**src/hw/rtl/f2pcm_pkg.sv**
```systemverilog
// Package for the float32 to int16 PCM converter.
// Holds the pipeline record between multiply and round stages and fixed constants.
// No dependencies.
`timescale 1ns / 1ps
package f2pcm_pkg;

  localparam logic [14:0] PCM_SCALE = 15'd32767;
  localparam logic signed [15:0] PCM_MAX = 16'sd32767;
  localparam logic signed [15:0] PCM_MIN = -16'sd32768;
  localparam logic [7:0] EXP_ALL_ONES = 8'hFF;
  localparam logic [7:0] EXP_ZERO = 8'h00;
  // right shift applied to the rounded significand is SHIFT_BASE + norm - exponent
  localparam logic signed [9:0] SHIFT_BASE = 10'sd135;
  localparam logic signed [9:0] SHIFT_SAT = 10'sd8;
  localparam logic signed [9:0] SHIFT_ZERO = 10'sd26;
  localparam logic [16:0] MAG_MAX = 17'd32767;

  typedef struct packed {
    logic        valid;
    logic        last;
    logic        sign;
    logic        nan;
    logic [7:0]  exp;
    logic [38:0] p;
  } prod_t;

endpackage

```
**src/hw/rtl/f2pcm_mul.sv**
```systemverilog
// Input register and significand multiply by 32767.
// Depends on f2pcm_pkg.
`timescale 1ns / 1ps
module f2pcm_mul (
  input  logic              clk,
  input  logic              rst,
  input  logic              in_valid,
  input  logic [31:0]       float_bits,
  input  logic              last_in,
  output f2pcm_pkg::prod_t  prod
);
  import f2pcm_pkg::*;

  logic        a_valid;
  logic [31:0] a_bits;
  logic        a_last;
  logic [23:0] mant;
  prod_t       prod_next;

  always_ff @(posedge clk) begin
    if (rst) begin
      a_valid <= 1'b0;
    end else begin
      a_valid <= in_valid;
    end
    a_bits <= float_bits;
    a_last <= last_in;
  end

  always_comb begin
    mant = {1'b1, a_bits[22:0]};
    prod_next.valid = a_valid;
    prod_next.last = a_last;
    prod_next.sign = a_bits[31];
    prod_next.exp = a_bits[30:23];
    prod_next.nan = (a_bits[30:23] == EXP_ALL_ONES) && (a_bits[22:0] != 23'd0);
    prod_next.p = 39'(mant) * 39'(PCM_SCALE);
  end

  always_ff @(posedge clk) begin
    if (rst) begin
      prod.valid <= 1'b0;
    end else begin
      prod.valid <= prod_next.valid;
    end
    prod.last <= prod_next.last;
    prod.sign <= prod_next.sign;
    prod.nan <= prod_next.nan;
    prod.exp <= prod_next.exp;
    prod.p <= prod_next.p;
  end

endmodule

```
**src/hw/rtl/f2pcm_round.sv**
```systemverilog
// Single-precision rounding of the product, integer rounding and saturation.
// Depends on f2pcm_pkg.
`timescale 1ns / 1ps
module f2pcm_round (
  input  logic                    clk,
  input  logic                    rst,
  input  f2pcm_pkg::prod_t        prod,
  output logic                    done,
  output logic signed [15:0]      pcm_value,
  output logic                    last_out
);
  import f2pcm_pkg::*;

  logic               hi;
  logic [23:0]        sig24;
  logic               guard;
  logic               sticky;
  logic               inc;
  logic [24:0]        s;
  logic signed [9:0]  shamt;
  logic [4:0]         shv;
  logic [24:0]        q;
  logic               half;
  logic [16:0]        mag;
  logic signed [15:0] pcm_next;

  always_comb begin
    hi = prod.p[38];
    sig24 = hi ? prod.p[38:15] : prod.p[37:14];
    guard = hi ? prod.p[14] : prod.p[13];
    sticky = hi ? (|prod.p[13:0]) : (|prod.p[12:0]);
    inc = guard & (sticky | sig24[0]);
    s = {1'b0, sig24} + 25'(inc);
    shamt = SHIFT_BASE + $signed({9'd0, ~hi}) - $signed({2'd0, prod.exp});
    shv = shamt[4:0];
    q = s >> shv;
    half = s[5'(shv - 5'd1)];
    mag = q[16:0] + 17'(half);
    if (prod.nan || prod.exp == EXP_ZERO) begin
      pcm_next = 16'sd0;
    end else if (prod.exp == EXP_ALL_ONES || shamt <= SHIFT_SAT) begin
      pcm_next = prod.sign ? PCM_MIN : PCM_MAX;
    end else if (shamt >= SHIFT_ZERO) begin
      pcm_next = 16'sd0;
    end else if (prod.sign) begin
      pcm_next = (mag > MAG_MAX) ? PCM_MIN : -$signed(mag[15:0]);
    end else begin
      pcm_next = (mag > MAG_MAX) ? PCM_MAX : $signed(mag[15:0]);
    end
  end

  always_ff @(posedge clk) begin
    if (rst) begin
      done <= 1'b0;
    end else begin
      done <= prod.valid;
    end
    pcm_value <= pcm_next;
    last_out <= prod.last;
  end

endmodule

```
**src/hw/rtl/float32_to_int16_pcm_saturating_unit.sv**
```systemverilog
// Converts one float32 sample per clock to a saturated int16 PCM sample.
// Pipeline: input register, 24x15 multiply stage (f2pcm_mul), rounding stage
// (f2pcm_round). A new sample is taken every cycle; busy is always low and
// done marks each result after the multiply and rounding stages, in start order.
// The receiver cannot stall, so the result is valid for that cycle only.
// NaN gives 0, infinities saturate. Depends on f2pcm_pkg.
`timescale 1ns / 1ps
module float32_to_int16_pcm_saturating_unit (
  input  logic               clk,
  input  logic               rst,
  input  logic               start,
  output logic               busy,
  input  logic [31:0]        float_bits,
  input  logic               last_in,
  output logic               done,
  output logic signed [15:0] pcm_value,
  output logic               last_out
);
  import f2pcm_pkg::*;

  prod_t prod;

  assign busy = 1'b0;

  f2pcm_mul u_mul (
    .clk        (clk),
    .rst        (rst),
    .in_valid   (start),
    .float_bits (float_bits),
    .last_in    (last_in),
    .prod       (prod)
  );

  f2pcm_round u_round (
    .clk       (clk),
    .rst       (rst),
    .prod      (prod),
    .done      (done),
    .pcm_value (pcm_value),
    .last_out  (last_out)
  );

  a_latency: assert property (@(posedge clk) disable iff (rst)
    start |-> ##3 done)
    else $error("missing result beat");

  a_last: assert property (@(posedge clk) disable iff (rst)
    start |-> ##3 (last_out == $past(last_in, 3)))
    else $error("last flag mismatch");

  a_nan: assert property (@(posedge clk) disable iff (rst)
    (start && float_bits[30:23] == 8'hFF && float_bits[22:0] != 23'd0)
      |-> ##3 (pcm_value == 16'sd0))
    else $error("NaN not zero");

  a_pinf: assert property (@(posedge clk) disable iff (rst)
    (start && float_bits == 32'h7F80_0000) |-> ##3 (pcm_value == PCM_MAX))
    else $error("+inf not saturated");

endmodule
```
**config.mk**
```make
export PLATFORM = sky130hd
export DESIGN_NAME = float32_to_int16_pcm_saturating_unit
export DESIGN_NICKNAME = d
export VERILOG_FILES = /design/src/hw/rtl/f2pcm_pkg.sv /design/src/hw/rtl/f2pcm_mul.sv /design/src/hw/rtl/f2pcm_round.sv /design/src/hw/rtl/float32_to_int16_pcm_saturating_unit.sv
export SDC_FILE = /design/constraint.sdc
export NUM_CORES = 1
export LEC_CHECK = 0
export ABC_AREA = 0
export BUFFER_PORTS_ARGS = -buffer_cell sky130_fd_sc_hd__buf_2
export CORE_MARGIN = 2
export CORE_UTILIZATION = 65
export DETAILED_ROUTE_END_ITERATION = 10
export PLACE_DENSITY = 0.83
export SYNTH_ARGS = -nofsm -noshare
export SYNTH_HDL_FRONTEND = slang
export SYNTH_SLANG_ARGS = --single-unit
```
**constraint.sdc**
```tcl
create_clock -name clk -period 7.5 [get_ports clk]
set_clock_uncertainty 0.2 [all_clocks]
set_input_delay 1.5 -clock clk [delete_from_list [all_inputs] [get_ports clk]]
set_output_delay 1.5 -clock clk [all_outputs]
set_load 0.02 [all_outputs]
```
==> results.txt <==
Outcome -> finished clean
Die Ht -> 149 µm
RSZ-0062 raised after global routing -> no
Post-Syn Nets -> 1797
Clock Path Buffers -> 2
Initial antenna violation count -> 0
Hold Crit Class -> reg2reg
Slew at the pin closest to its max-slew limit -> 1120 ps
Final Cycle Share -> 95.0%
Arr. time, crit path -> 7130 ps
Final wirelength -> 36400 µm
Mapped Cells -> 1477
Setup crit end kind -> register
Reg2Reg Depth -> 22
Synth Warn # -> 0
Die area -> 22100 µm²
EDFF count, synth -> 0
Hold EP -> u_round.last_out
First-pass GRT wire length -> 59500 µm
Setup_tns -> 0 ps
WP data required -> 7500 ps
Row count -> 52
Worst Path Class, Setup -> reg2reg
CTS Hold Bufs -> 0
Critical-path maximum fanout -> 20
Ys async rst share -> 0%
CTS tree -> yes
CP Launch Type -> register
Detailed Routing Iterations Pass 1 -> 6
Post-Syn Area -> 13600 µm²
Mean Syn Cell Area -> 9.23 µm²
Reg area -> 2060 µm²
Crit-path leading delay family -> simple AND/OR/NAND/NOR gates
Worst Path Buf+Inv -> 1
FF-to-FF setup slack -> 370 ps
Post-synthesis xor/xnor area fraction -> 5.53%
Synthesized-area fraction occupied by adder cells -> 35.5%
CP Cell Sequence -> buf_4, mux2i_1, nor2b_1, ha_1, nand4_1, nor4_1, nor3b_1, nor2_1, o221a_2, a31oi_1, nor2_1, a41oi_1, a21oi_1, ha_1, ha_1, ha_1, or4_1, or4_1, nor4_4, nand4_2, a31oi_2, a311oi_1
Top Ports -> 55
GRT Overall Usage -> 34.7%
Post-synth top flop -> dfxtp_1
Clock slew at reported path FFs -> 80 ps
DRT iter0 DRCs -> 1362
Max Cap Viol -> 0
Layout cells sized above 1 -> 11.4%
HPWL after DPL -> 29600 µm
CTS root buf -> clkbuf_16
Gr ovfl total -> 0
H-tree Lvls -> 3
Register area share after synthesis -> 15.1%
Final net count -> 1839
Crit-path max cell delay -> 550 ps
ANT cells -> 0
Distinct cells, synth -> 100
Vias -> 11.4k
Chip width -> 149 µm
Clock sink count -> 103
Combinational family with the most area after synthesis -> adder cells
Rel. slew slack -> 23.1%
Detail Route Antenna Nets -> 0
Hold path depth -> 0
P&R area growth vs syn -> 6.67%
Slowest-stage cell, CP -> nor3b_1
Input/output buffers -> 53
#FFs+latches synth -> 103
Fmax -> 140 MHz
R2R Path Start -> u_mul.prod[38]
Clock latency on the worst-skew pair -> 370 ps
Vias in the first global route -> 11.4k
Multi-input logic area -> 10400 µm²
Post-CTS Setup Bufs -> 0
Final slew viol count -> 0
Multiplexer area fraction after synthesis -> 6.71%
Critical Path Most Common Cell -> ha_1
WL per Instance -> 20.3 µm
Final Hold Fails -> 0
Largest net degree at the start of global routing -> 37
DRC violation count after routing -> 0
Final Setup Violations -> 0
Post-synthesis simple-gate area fraction -> 13.9%
Via density -> 6.35
Crit path depth -> 22
Hold wc startpoint -> u_mul.prod[49]
Initial Util -> 66.7%
TritonCTS buffer count -> 9
GPL Wtd Cong -> 1.02
R2R Path End -> u_round.pcm_value[10]
Complex-gate fraction of the synthesized area -> 14.7%
Min Tclk post-route -> 7130 ps
CORE AREA -> 20400 µm²
Fill count -> 1534
[final cells by class]
class | count | area share [%]
multi-input cells | 1072 | 71.8
flip-flops and latches | 103 | 14.2
inverters | 257 | 6.64
repair buffers | 76 | 3.01
well taps | 270 | 2.32
clock buffers | 9 | 1.55
clock inverters | 7 | 0.499
[worst max-delay path by stage]
stage	startpoint	endpoint	slack (ps)
floorplan	u_mul.prod[38]	u_round.pcm_value[10]	690
global placement	u_mul.a_bits[17]	u_mul.prod[37]	620
detailed placement	u_mul.a_bits[17]	u_mul.prod[37]	480
finish	u_mul.prod[38]	u_round.pcm_value[10]	370
CTS	u_mul.a_bits[17]	u_mul.prod[37]	460
global route	u_mul.prod[38]	u_round.pcm_value[10]	4
[synthesized netlist by cell type (16+ instances only)]
cell	count	share of area, %
inv_1	255	7.0
fa_1	171	25
ha_1	113	10
dfxtp_1	103	15
nand2_1	80	2.2
a21oi_1	68	2.5
nor2_1	60	1.7
xnor2_1	54	3.5
o21ai_0	41	1.5
nand3_1	39	1.4
mux2i_1	36	2.6
clkbuf_1	27	0.74
nand4_1	27	1.2
xor2_1	27	1.7
nor3_1	26	0.95
nor4_1	25	1.1
mux2_2	20	1.7
a21o_1	16	0.88
[cell families (layout without fill, tap and decap cells)]
| kind of cell | Yosys count | count (layout) |
|---|---|---|
| AOI/OAI and AO/OA | 282 | 282 |
| xor gates and xnor gates | 83 | 83 |
| adders and majority gates | 284 | 284 |
| buffers and inverters | 302 | 349 |
| DFF | 103 | 103 |
| muxes | 71 | 71 |
| other | 1 | 1 |
| and+or+nand+nor | 351 | 351 |
[worst register-to-register path: cells and delay by family, from the launching register on]
kind,cells,cell delay [ps]
muxes,1,110
adders and majority gates,4,1080
and+or+nand+nor,10,3120
AOI/OAI and AO/OA,6,1710
buffers and inverters,1,310
DFF,1,450
[stage by stage]
stage	setup slack (ps)	instance area, µm²	hold WS, ps	instances	utilization (%)
4_1_cts	456	14500	134	1794	71.1
5_1_grt	4.10	14500	150	1794	71.2
3_3_place_gp	623	14200	112	1778	69.6
3_5_place_dp	480	14200	117	1778	69.6
6_report	371	14500	133	1794	71.2
2_1_floorplan	693	13600	110	1477	-
[cells in the final DEF, fill, tap and decap left out, types with 10 or more instances in the layout]
cell type  count
inv_1        255
fa_1         171
ha_1         113
dfxtp_1      102
nand2_1       80
a21oi_1       67
nor2_1        60
buf_2         53
xnor2_1       51
o21ai_0       41
nand3_1       39
mux2i_1       36
xor2_1        27
nand4_1       27
nor3_1        26
nor4_1        24
buf_4         23
mux2_2        20
a21o_1        16
mux4_2        14
a31oi_1       14
a211oi_1      13
nor2b_1       13
nand2b_1      13
or3_1         10
[what timing repair did]
action,4_1_cts,5_1_grt
setup endpoints to repair,0,2
hold endpoints to repair,0,0
gates resized for setup,0,2
[sequential cells by signal (all words and copies together) (netlist names)]
| register | cells |
|---|---|
| u_round.pcm_value | 16 |
| u_mul.a_valid | 1 |
| u_round.done | 1 |
| u_mul.a_bits | 32 |
| u_mul.a_last | 1 |
| u_mul.prod | 51 |
| u_round.last_out | 1 |
[metal layers]
layer  track usage [%]  vias up  part of all wire (%)
met5                 0        -                     0
met4              11.6        0                   3.2
met3              10.6       90                    11
met2              51.9      626                    43
met1              48.3     5500                    42
li1                  -     5174                     -
Power is left out: the tool's default activity adds up to more than one toggle a clock period on the data nets, which glitch-free logic cannot reach.
